==> config.mk <==
export PLATFORM = sky130hd
export DESIGN_NAME = i2c_bcd_register_access_core
export DESIGN_NICKNAME = d
export VERILOG_FILES = /design/src/rtl/core/i2cbra_pkg.sv /design/src/rtl/core/i2cbra_seq.sv /design/src/rtl/core/i2c_bcd_register_access_core.sv
export VERILOG_INCLUDE_DIRS = /design/src /design/src/rtl/core
export SDC_FILE = /design/constraint.sdc
export NUM_CORES = 1
export LEC_CHECK = 0
export BUFFER_PORTS_ARGS = -buffer_cell sky130_fd_sc_hd__buf_2
export CAP_MARGIN = 20
export CORE_MARGIN = 8
export CORE_UTILIZATION = 40
export DETAILED_ROUTE_END_ITERATION = 10
export SETUP_SLACK_MARGIN = 0.2
export SKIP_LAST_GASP = 1
export SLEW_MARGIN = 0
export SYNTH_ARGS = -nofsm -noshare
export SYNTH_HDL_FRONTEND = slang
export SYNTH_SLANG_ARGS = --single-unit
==> constraint.sdc <==
create_clock -name clk_i -period 8.8 [get_ports clk_i]
set_clock_uncertainty 0.15 [all_clocks]
set_input_delay 2.2 -clock clk_i [delete_from_list [all_inputs] [get_ports clk_i]]
set_output_delay 2.2 -clock clk_i [all_outputs]
set_load 0.005 [all_outputs]
==> src/rtl/core/i2c_bcd_register_access_core_defines.svh <==
`ifndef I2C_BCD_REGISTER_ACCESS_CORE_DEFINES_SVH
`define I2C_BCD_REGISTER_ACCESS_CORE_DEFINES_SVH

// Clocked assertion, switched off while reset is asserted.
`define I2CBRA_ASSERT(lbl, prop, msg) \
  lbl: assert property (@(posedge clk_i) disable iff (!rst_ni) (prop)) else $error(msg);

// Clocked assertion that also holds during reset.
`define I2CBRA_ASSERT_ALWAYS(lbl, prop, msg) \
  lbl: assert property (@(posedge clk_i) (prop)) else $error(msg);

`endif

==> src/rtl/core/i2cbra_pkg.sv <==
`timescale 1ns / 1ps
`default_nettype none

package i2cbra_pkg;

  localparam int unsigned AddrW = 7;
  localparam int unsigned HalfW = 16;
  localparam int unsigned CfgW  = 16;

  typedef enum logic [0:0] {
    CFG_DEVICE_ADDRESS = 1'b0,
    CFG_HALF_PERIOD    = 1'b1
  } cfg_idx_e;

  typedef enum logic [4:0] {
    PH_IDLE      = 5'd0,
    PH_DONE_OK   = 5'd1,
    PH_DONE_FAIL = 5'd2,
    PH_ST_REL    = 5'd3,
    PH_ST_PULL   = 5'd4,
    PH_RS_LOW    = 5'd5,
    PH_RS_REL    = 5'd6,
    PH_RS_PULL   = 5'd7,
    PH_ADW_LO    = 5'd8,
    PH_ADW_HI    = 5'd9,
    PH_IDX_LO    = 5'd10,
    PH_IDX_HI    = 5'd11,
    PH_DAT_LO    = 5'd12,
    PH_DAT_HI    = 5'd13,
    PH_ADR_LO    = 5'd14,
    PH_ADR_HI    = 5'd15,
    PH_RX_LO     = 5'd16,
    PH_RX_HI     = 5'd17,
    PH_SP_LO     = 5'd18,
    PH_SP_HI     = 5'd19,
    PH_SP_REL    = 5'd20,
    PH_FSP_LO    = 5'd21,
    PH_FSP_HI    = 5'd22,
    PH_FSP_REL   = 5'd23
  } phase_e;

  typedef struct packed {
    logic       scl_level;
    logic       sda_pull_low;
    logic       busy_res;
    logic       done_res;
    logic       failed;
    logic [6:0] read_value;
  } res_t;

  // Binary to two BCD digits, hundreds dropped.
  function automatic logic [7:0] to_bcd(input logic [7:0] v);
    logic [7:0]  r8;
    logic [6:0]  r;
    logic [14:0] prod;
    logic [3:0]  tens;
    logic [6:0]  tens_x10;
    logic [6:0]  ones;
    if (v >= 8'd200) begin
      r8 = v - 8'd200;
    end else if (v >= 8'd100) begin
      r8 = v - 8'd100;
    end else begin
      r8 = v;
    end
    r        = r8[6:0];
    prod     = 15'(r) * 15'd205;
    tens     = prod[14:11];
    tens_x10 = 7'(tens) * 7'd10;
    ones     = r - tens_x10;
    return {tens, ones[3:0]};
  endfunction

  // Bits 6..0 as BCD: 40/20/10 weights plus the low nibble.
  function automatic logic [6:0] from_bcd(input logic [7:0] b);
    logic [6:0] v;
    v = {3'd0, b[3:0]};
    if (b[6]) v = v + 7'd40;
    if (b[5]) v = v + 7'd20;
    if (b[4]) v = v + 7'd10;
    return v;
  endfunction

endpackage

`default_nettype wire

==> src/rtl/core/i2cbra_seq.sv <==
`timescale 1ns / 1ps
`default_nettype none

module i2cbra_seq (
  input  wire logic                     clk_i,
  input  wire logic                     rst_ni,
  input  wire logic                     step_i,
  input  wire logic                     request_i,
  input  wire logic                     command_i,
  input  wire logic [7:0]               reg_index_i,
  input  wire logic [7:0]               write_value_i,
  input  wire logic                     sda_sample_i,
  input  wire logic [i2cbra_pkg::AddrW-1:0] device_address_i,
  input  wire logic [i2cbra_pkg::HalfW-1:0] half_period_i,
  output i2cbra_pkg::res_t              res_o
);

  import i2cbra_pkg::*;

  phase_e           phase_q, phase_d;
  logic [3:0]       bit_q, bit_d;
  logic [7:0]       shift_q, shift_d;
  logic [HalfW-1:0] tick_q, tick_d;
  logic             cmd_q, cmd_d;
  logic [7:0]       index_q, index_d;
  logic [7:0]       value_q, value_d;
  logic [6:0]       rx_q, rx_d;

  logic [HalfW-1:0] hp;
  logic             idle_like;
  logic             is_tx;

  assign hp        = (half_period_i == '0) ? HalfW'(1) : half_period_i;
  assign idle_like = (phase_q <= PH_DONE_FAIL) || (phase_q > PH_FSP_REL);

  always_comb begin
    phase_d = phase_q;
    bit_d   = bit_q;
    shift_d = shift_q;
    tick_d  = tick_q;
    cmd_d   = cmd_q;
    index_d = index_q;
    value_d = value_q;
    rx_d    = rx_q;
    if (step_i) begin
      if (idle_like) begin
        if (request_i) begin
          cmd_d   = command_i;
          index_d = reg_index_i;
          value_d = write_value_i;
          rx_d    = '0;
          bit_d   = '0;
          shift_d = '0;
          tick_d  = '0;
          phase_d = PH_ST_REL;
        end else begin
          phase_d = PH_IDLE;
        end
      end else if (({1'b0, tick_q} + 17'd1) >= {1'b0, hp}) begin
        tick_d = '0;
        unique case (phase_q)
          PH_ST_REL: phase_d = PH_ST_PULL;
          PH_ST_PULL: begin
            phase_d = PH_ADW_LO;
            bit_d   = '0;
            shift_d = {device_address_i, 1'b0};
          end
          PH_RS_LOW: phase_d = PH_RS_REL;
          PH_RS_REL: phase_d = PH_RS_PULL;
          PH_RS_PULL: begin
            phase_d = PH_ADR_LO;
            bit_d   = '0;
            shift_d = {device_address_i, 1'b1};
          end
          PH_ADW_LO: phase_d = PH_ADW_HI;
          PH_IDX_LO: phase_d = PH_IDX_HI;
          PH_DAT_LO: phase_d = PH_DAT_HI;
          PH_ADR_LO: phase_d = PH_ADR_HI;
          PH_ADW_HI, PH_IDX_HI, PH_DAT_HI, PH_ADR_HI: begin
            if (!bit_q[3]) begin
              shift_d = {shift_q[6:0], 1'b0};
              bit_d   = bit_q + 4'd1;
              phase_d = phase_e'(phase_q - 5'd1);
            end else if (sda_sample_i) begin
              rx_d    = '0;
              phase_d = PH_FSP_LO;
            end else if (phase_q == PH_ADW_HI) begin
              phase_d = PH_IDX_LO;
              bit_d   = '0;
              shift_d = index_q;
            end else if (phase_q == PH_IDX_HI) begin
              if (cmd_q) begin
                phase_d = PH_DAT_LO;
                bit_d   = '0;
                shift_d = to_bcd(value_q);
              end else begin
                phase_d = PH_RS_LOW;
              end
            end else if (phase_q == PH_DAT_HI) begin
              phase_d = PH_SP_LO;
            end else begin
              bit_d   = '0;
              shift_d = '0;
              phase_d = PH_RX_LO;
            end
          end
          PH_RX_LO: phase_d = PH_RX_HI;
          PH_RX_HI: begin
            if (!bit_q[3]) begin
              shift_d = {shift_q[6:0], sda_sample_i};
              bit_d   = bit_q + 4'd1;
              phase_d = PH_RX_LO;
            end else begin
              rx_d    = from_bcd(shift_q);
              phase_d = PH_SP_LO;
            end
          end
          PH_SP_LO:   phase_d = PH_SP_HI;
          PH_SP_HI:   phase_d = PH_SP_REL;
          PH_SP_REL:  phase_d = PH_DONE_OK;
          PH_FSP_LO:  phase_d = PH_FSP_HI;
          PH_FSP_HI:  phase_d = PH_FSP_REL;
          PH_FSP_REL: phase_d = PH_DONE_FAIL;
          default:    phase_d = PH_IDLE;
        endcase
      end else begin
        tick_d = tick_q + HalfW'(1);
      end
    end
  end

  always_ff @(posedge clk_i or negedge rst_ni) begin
    if (!rst_ni) begin
      phase_q <= PH_IDLE;
      bit_q   <= '0;
      shift_q <= '0;
      tick_q  <= '0;
      cmd_q   <= 1'b0;
      index_q <= '0;
      value_q <= '0;
      rx_q    <= '0;
    end else begin
      phase_q <= phase_d;
      bit_q   <= bit_d;
      shift_q <= shift_d;
      tick_q  <= tick_d;
      cmd_q   <= cmd_d;
      index_q <= index_d;
      value_q <= value_d;
      rx_q    <= rx_d;
    end
  end

  // Line levels and status follow the updated state.
  assign is_tx = (phase_d >= PH_ADW_LO) && (phase_d <= PH_ADR_HI);

  always_comb begin
    res_o.scl_level = !((phase_d == PH_RS_LOW) || (phase_d == PH_RX_LO) ||
                        (phase_d == PH_SP_LO) || (phase_d == PH_FSP_LO) ||
                        (is_tx && !phase_d[0]));
    res_o.sda_pull_low = (phase_d == PH_ST_PULL) || (phase_d == PH_RS_PULL) ||
                         (phase_d == PH_SP_LO) || (phase_d == PH_SP_HI) ||
                         (phase_d == PH_FSP_LO) || (phase_d == PH_FSP_HI) ||
                         (is_tx && !bit_d[3] && !shift_d[7]);
    res_o.busy_res   = (phase_d > PH_DONE_FAIL) && (phase_d <= PH_FSP_REL);
    res_o.done_res   = (phase_d == PH_DONE_OK) || (phase_d == PH_DONE_FAIL);
    res_o.failed     = (phase_d == PH_DONE_FAIL);
    res_o.read_value = ((phase_d == PH_DONE_OK) && !cmd_d) ? rx_d : 7'd0;
  end

endmodule

`default_nettype wire

==> src/rtl/core/i2c_bcd_register_access_core.sv <==
// Channel  Handshake               Payload
// in       in_valid_i/in_ready_o   request, command, reg_index, write_value, sda_sample
// out      out_valid_o/out_ready_i scl_level, sda_pull_low, busy_res, done_res,
//                                  failed, read_value
// cfg      cfg_we_i                cfg_index_i, cfg_data_i
//
// One request per cycle while in_ready_o is high; its result is registered into the output register.
// The bus sequencer moves at most one step per request, paced by half_period.
// Reset clears the sequencer to idle with the bus released; config to 50 / 250.
// A held result stalls input only while out_ready_i is low.
`timescale 1ns / 1ps
`default_nettype none
`include "i2c_bcd_register_access_core_defines.svh"

module i2c_bcd_register_access_core (
  input  wire logic                         clk_i,
  input  wire logic                         rst_ni,
  input  wire logic                         in_valid_i,
  output      logic                         in_ready_o,
  input  wire logic                         request_i,
  input  wire logic                         command_i,
  input  wire logic [7:0]                   reg_index_i,
  input  wire logic [7:0]                   write_value_i,
  input  wire logic                         sda_sample_i,
  output      logic                         out_valid_o,
  input  wire logic                         out_ready_i,
  output      logic                         scl_level_o,
  output      logic                         sda_pull_low_o,
  output      logic                         busy_res_o,
  output      logic                         done_res_o,
  output      logic                         failed_o,
  output      logic [6:0]                   read_value_o,
  input  wire logic                         cfg_we_i,
  input  wire logic [0:0]                   cfg_index_i,
  input  wire logic [i2cbra_pkg::CfgW-1:0]  cfg_data_i
);

  import i2cbra_pkg::*;

  logic [AddrW-1:0] dev_addr_q;
  logic [HalfW-1:0] half_q;
  logic             out_valid_q;
  res_t             res_d, res_q;
  logic             accept;

  assign in_ready_o = !out_valid_q || out_ready_i;
  assign accept     = in_valid_i && in_ready_o;

  always_ff @(posedge clk_i or negedge rst_ni) begin
    if (!rst_ni) begin
      dev_addr_q <= AddrW'(50);
      half_q     <= HalfW'(250);
    end else if (cfg_we_i) begin
      unique case (cfg_idx_e'(cfg_index_i))
        CFG_DEVICE_ADDRESS: dev_addr_q <= cfg_data_i[AddrW-1:0];
        CFG_HALF_PERIOD:    half_q     <= cfg_data_i[HalfW-1:0];
      endcase
    end
  end

  i2cbra_seq u_seq (
    .clk_i            (clk_i),
    .rst_ni           (rst_ni),
    .step_i           (accept),
    .request_i        (request_i),
    .command_i        (command_i),
    .reg_index_i      (reg_index_i),
    .write_value_i    (write_value_i),
    .sda_sample_i     (sda_sample_i),
    .device_address_i (dev_addr_q),
    .half_period_i    (half_q),
    .res_o            (res_d)
  );

  always_ff @(posedge clk_i or negedge rst_ni) begin
    if (!rst_ni) begin
      out_valid_q <= 1'b0;
    end else if (accept) begin
      out_valid_q <= 1'b1;
    end else if (out_ready_i) begin
      out_valid_q <= 1'b0;
    end
  end

  always_ff @(posedge clk_i) begin
    if (accept) begin
      res_q <= res_d;
    end
  end

  assign out_valid_o    = out_valid_q;
  assign scl_level_o    = res_q.scl_level;
  assign sda_pull_low_o = res_q.sda_pull_low;
  assign busy_res_o     = res_q.busy_res;
  assign done_res_o     = res_q.done_res;
  assign failed_o       = res_q.failed;
  assign read_value_o   = res_q.read_value;

  `I2CBRA_ASSERT(a_stall_blocks_in, out_valid_o && !out_ready_i |-> !in_ready_o, "input taken while result stalled")
  `I2CBRA_ASSERT(a_fail_with_done, out_valid_o && failed_o |-> done_res_o, "failed without done")
  `I2CBRA_ASSERT(a_done_not_busy, out_valid_o && done_res_o |-> !busy_res_o, "done while busy")
  `I2CBRA_ASSERT(a_value_on_ok, out_valid_o && (read_value_o != 7'd0) |-> done_res_o && !failed_o, "value outside successful read")

endmodule

`default_nettype wire

# Word level (Yosys, flattened, before mapping)
# Cells that the tools add are included.
# word_totals
ff_bits,93
in_bits,41
out_inout_bits,14
word_cells,193
# classes
n_addsub,10
mul,2
magnitude_cmp,9
eq_ne,36
mux,77
n_bitwise,1
reduce_logical,39
# op_table
op,count
2-to-1 mux 7 bit,31
case mux 5 bit (18 select lines),1
2-to-1 mux 8 bit,11
== test 5 bit (second input constant),13
2-to-1 mux 16 bit,4
2-to-1 mux 4 bit,12
== test 5 x 4 -> 1 bit (second input constant),8
== test 5 x 3 -> 1 bit (second input constant),7
2-to-1 mux 5 bit,7
case mux 8 bit (4 select lines),1
adder 16 x 1 -> 17 bit (second input constant),1
>= comparator 17 x 16 -> 1 bit,1
adder 16 x 1 -> 16 bit (second input constant),1
logical NOT 16 bit,1
AND reduction 8 bit,2
multiplier 7 x 8 -> 15 bit (second input constant),1
case mux 7 bit (2 select lines),1
subtractor 7 bit (second input constant),2
logical OR 1 bit,13
inequality test 6 bit (second input constant),2
case mux 4 bit (3 select lines),1
== test 5 x 2 -> 1 bit (second input constant),2
>= comparator 8 x 7 -> 1 bit (second input constant),1
>= comparator 8 bit (second input constant),1
29 further kinds,49

# Depth between registers and ports, before layout
# depth
depth_word,27
ltp_mapped,28
ltp_nobuf,28

# Modules after synthesis
# Synthesis repeated with hierarchy kept, for this count alone.
# unflattened
hier_cells,678
area_unflattened_um2,6741.5
# by_module_without_submodules
module,n_inst,cells_each,area_per_inst_um2,seq_area_each_um2
i2cbra_seq,1,612,5378.9,1426.4
i2c_bcd_register_access_core,1,66,1362.6,972.2

# Worst setup path after synthesis
# Ideal clock, no wire load.
# synth_timing
path_kind,reg-to-reg
from,register u_seq.value_q[3]
to,register u_seq.shift_q[2]
setup_time_ps,135
arrival_ps,5809
required_ps,8515
setup_slack_ps,2706
stages_incl_launch_ff,27
path_buffers,0
synth_period_minus_slack_ps,6094
cell_sequence,dfrtp_1 -> inv_1 -> ha_1 -> or3b_2 -> a21o_1 -> nor2_1 -> a22oi_1 -> xnor2_1 -> ha_1 -> fa_1 -> ha_1 -> inv_1 -> fa_1 -> inv_1 -> ha_1 -> a21o_1 -> a21o_1 -> a21oi_1 -> nor2b_1 -> a22oi_2 -> xor2_2 -> ha_1 -> inv_1 -> fa_1 -> a22o_1 -> a222oi_1 -> o21ai_0
# synth_via
elab_chain_len,23
word_cells_on_any_way,26
cone_classes,add/sub (3); mul (2); order compare (2); mux (19)
# synth_lines
item,line,source
from (decl),i2cbra_seq.sv:26,"logic [7:0] value_q, value_d;"
from (signal assigned),i2cbra_seq.sv:149,value_q <= value_d;
subtractor 7 bit or >= comparator 8 x 7 -> 1 bit (tied branches),"i2cbra_pkg.sv:62, i2cbra_pkg.sv:61",
2-to-1 mux 7 bit,i2cbra_pkg.sv:61,end else if (v >= 8'd100) begin
2-to-1 mux 7 bit *,i2cbra_pkg.sv:59,if (v >= 8'd200) begin
2-to-1 mux 7 bit *,i2cbra_seq.sv:92,if (cmd_q) begin
2-to-1 mux 7 bit *,i2cbra_seq.sv:91,end else if (phase_q == PH_IDX_HI) begin
2-to-1 mux 7 bit *,i2cbra_seq.sv:87,end else if (phase_q == PH_ADW_HI) begin
2-to-1 mux 7 bit *,i2cbra_seq.sv:84,end else if (sda_sample_i) begin
2-to-1 mux 7 bit *,i2cbra_seq.sv:80,if (!bit_q[3]) begin
[7 not listed],n/a,
2-to-1 mux 8 bit *,i2cbra_seq.sv:92,
2-to-1 mux 8 bit *,i2cbra_seq.sv:91,
2-to-1 mux 8 bit *,i2cbra_seq.sv:87,
2-to-1 mux 8 bit *,i2cbra_seq.sv:84,
2-to-1 mux 8 bit *,i2cbra_seq.sv:80,
case mux 8 bit (4 select lines) *,i2cbra_seq.sv:61,unique case (phase_q)
2-to-1 mux 8 bit *,i2cbra_seq.sv:59,"end else if (({1'b0, tick_q} + 17'd1) >= {1'b0, hp}) begin"
2-to-1 mux 8 bit *,i2cbra_seq.sv:46,if (idle_like) begin
to (signal assigned),i2cbra_seq.sv:145,shift_q <= shift_d;
to (decl),i2cbra_seq.sv:22,"logic [7:0] shift_q, shift_d;"
# Mark *: on every way between the ends. The rest lies on a longest branch, timed or not. The select of a mux whose other input is x is not followed.
# A chain may end at the register's enable or synchronous reset.

# Final worst setup path
# layout_timing
from,register u_seq.value_q[3]
to,register u_seq.shift_q[3]
# The elaborated chain is that of the path after synthesis.

==> results.sh <==
export IMPL_grt_overflow=0
export IMPL_worstHoldPathType="reg2reg"
export IMPL_numCtsBuffers=9
export IMPL_crit_path_end_kind="flip-flop"
export IMPL_drv_slew=0
export IMPL_grt_first_pass_wirelength_mm=27.6
export IMPL_fill_cells=1581
export IMPL_grt_max_degree=72
export IMPL_critical_path_max_fanout=7
export IMPL_num_io_pins=55
export IMPL_htree_levels=3
export IMPL_synthArstFlopShare=0.871
export IMPL_grt_pass1_vias=5406
export IMPL_setup_tns_ns=0
export IMPL_synth_edf_count=12
export IMPL_cts_tree="done"
export IMPL_synthTopCellsByCount="72 x dfrtp_1, 68 x ha_1, 56 x inv_1"
export IMPL_cp_num_buf_inv=4
export IMPL_avgSynthCellArea_um2=9.78
export IMPL_yosys_area_top_type="dfrtp_1"
export IMPL_syn_cell_area_um2=6710
export IMPL_finalHoldViolCount=0
export IMPL_finalSetupViolCount=0
export IMPL_reg2reg_from="u_seq.value_q[3]"
export IMPL_die_h_um=146
export IMPL_maxSlewHeadroom=0.247
export IMPL_cts_hold_buf=0
export IMPL_track_usage=0.159
export IMPL_synth_distinct_cells=76
export IMPL_crit_slowest_cell="fa_1"
export IMPL_critPathKind="reg2reg"
export IMPL_coreArea_um2=16500
export IMPL_postPlaceCellArea_um2=7170
export IMPL_cts_buffer_depth=2
export IMPL_synth_most_common_cell="dfrtp_1"
export IMPL_hpwl_mm=12.6
export IMPL_worst_pin_slew_ns=1.13
export IMPL_initial_core_util=0.408
export IMPL_synth_warnings=0
export IMPL_min_delay_start="u_seq.rx_q[2]"
export IMPL_io_buffers=54
export IMPL_cts_setup_buffers=0
export IMPL_cp_top_family="adder cells"
export IMPL_syn_nets=805
export IMPL_ys_flop_type="dfrtp_1"
export IMPL_cts_clk_slew_worst_paths_ns=0.06
export IMPL_critPathLaunchType="flip-flop"
export IMPL_hold_path_depth=1
export IMPL_netlist_area_leader_share=0.269
export IMPL_clock_sinks=93
export IMPL_drc=0
export IMPL_routed_wl_mm=16.3
export IMPL_drt_iter0_drc=499
export IMPL_synth_seq_cells=93
export IMPL_ff2ff_setup_slack_ns=2.20
export IMPL_syn_to_final_growth_pct=11.2
export IMPL_cts_repair_resized=0
export IMPL_yosysSeqAreaShare=0.357
export IMPL_clock_root_buffer="clkbuf_16"
export IMPL_layout_nets=849
export IMPL_period_needed_ns=6.60
export IMPL_fin_area_um2=7460
export IMPL_die_x_um=146
export IMPL_wl_per_cell_um=17.1
export IMPL_min_period_over_period=0.750
export IMPL_netlist_instances=686
export IMPL_r2r_end="u_seq.shift_q[3]"
export IMPL_crit_top_cell="ha_1"
export IMPL_rows=47
export IMPL_cp_required_ns=8.90
export IMPL_die_area_um2=21200
export IMPL_ys_top_cells_by_area="dfrtp_1 27%, ha_1 13%, mux2_2 5.5%, edfxtp_1 5.4%, dfstp_2 3.5%"
export IMPL_worstPathArrival_ns=6.70
export IMPL_holdPathEnd="u_seq.rx_q[2]"
export IMPL_status="complete, no violations"
export IMPL_antenna_cells=0
export IMPL_routed_via_density=5.51
export IMPL_drv_cap=0
export IMPL_r2r_cells=27
export IMPL_layout_drive_gt1_share=0.196
export IMPL_vias=5264
export IMPL_fmax_ghz=0.152
export IMPL_final_antenna_net_count=0
export IMPL_gp_congestion=0.876
export IMPL_slowest_delay_ns=0.49
export IMPL_rsz0062_at_grt="no"
export IMPL_antenna_found_initial=0
export IMPL_insertion_delay_ns=0.35
export IMPL_multiInputGateArea_um2=3980
export IMPL_drt_pass1_iter_count=5
export IMPL_seqCellArea_um2=2400
==> worst max-delay path by stage <==
stage	start	endpoint	slack [ns]	cells past startpoint
after global placement	u_seq.value_q[3]	u_seq.shift_q[2]	2.42	26
after floorplan	u_seq.value_q[3]	u_seq.shift_q[2]	2.71	26
after CTS	u_seq.value_q[3]	u_seq.shift_q[3]	2.21	27
after global routing	u_seq.value_q[3]	u_seq.shift_q[3]	1.78	27
final	u_seq.value_q[3]	u_seq.shift_q[3]	2.20	27
after detailed placement	u_seq.value_q[3]	u_seq.shift_q[3]	2.26	27
==> layout make-up <==
cell class / instances / share of cell area
clock buffer: 12 / 0.0330
tap: 220 / 0.0369
timing repair buffer: 57 / 0.0396
inverter: 59 / 0.0297
sequential: 93 / 0.321
clock inverter: 4 / 0.00654
multi-input combinational: 510 / 0.533
==> stage by stage <==
step | utilization | instances | worst slack [ns] | hold WS [ns]
global placement | 0.435 | 939 | 2.42 | 0.319
floorplan | - | 686 | 2.71 | 0.288
CTS | 0.453 | 955 | 2.21 | 0.331
detailed placement | 0.435 | 939 | 2.26 | 0.313
finish | 0.453 | 955 | 2.20 | 0.338
global route | 0.453 | 955 | 1.78 | 0.363
==> flip-flops by register name, indices dropped and copies added (netlist names) <==
name / count
busy_res_o: 1
dev_addr_q: 7
done_res_o: 1
failed_o: 1
half_q: 16
out_valid_o: 1
read_value_o: 7
scl_level_o: 1
sda_pull_low_o: 1
u_seq.bit_q: 4
u_seq.cmd_q: 1
u_seq.index_q: 8
u_seq.phase_q: 5
u_seq.rx_q: 7
u_seq.shift_q: 8
u_seq.tick_q: 16
u_seq.value_q: 8
==> worst register-to-register path, delay by kind of cell, from the launching register on <==
kind | cells | cell delay [ns]
adder cells (fa/ha/maj) | 8 | 2.54
XOR/XNOR | 5 | 1.03
AO/OA/AOI/OAI | 7 | 1.23
flip-flops | 1 | 0.41
buffers and inverters | 4 | 0.33
AND/OR/NAND/NOR | 3 | 0.82
==> cells by family (layout without fill, tap and decap cells) <==
group / after synthesis / in the layout / synth area share
buf+inv: 83 / 132 / 0.0498
fa+ha+maj: 78 / 78 / 0.157
simple gates: 181 / 181 / 0.140
flops: 93 / 93 / 0.357
xor+xnor: 34 / 34 / 0.0455
compound gates: 183 / 183 / 0.194
mux: 34 / 34 / 0.0569
==> routing by layer <==
metal,vias to the layer above,GRT usage,part of all wire
li1,2561,-,-
met1,2549,0.196,0.44
met2,132,0.270,0.49
met3,22,0.0271,0.043
met4,0,0.0682,0.026
met5,-,0,0
==> layout by cell type (no fill, tap or decap), drive strengths merged, types with 23 or more instances in the layout <==
| cell type | netlist | routed |
|---|---|---|
| nor2 | 37 | 37 |
| mux2 | 33 | 33 |
| a21oi | 44 | 44 |
| ha | 68 | 68 |
| nand2 | 55 | 55 |
| buf | 8 | 57 |
| o21ai | 40 | 40 |
| dfrtp | 72 | 72 |
| inv | 59 | 59 |
| a22o | 23 | 23 |
Power is left out: the tool's default activity adds up to more than one toggle a clock period on the data nets, which glitch-free logic cannot reach.
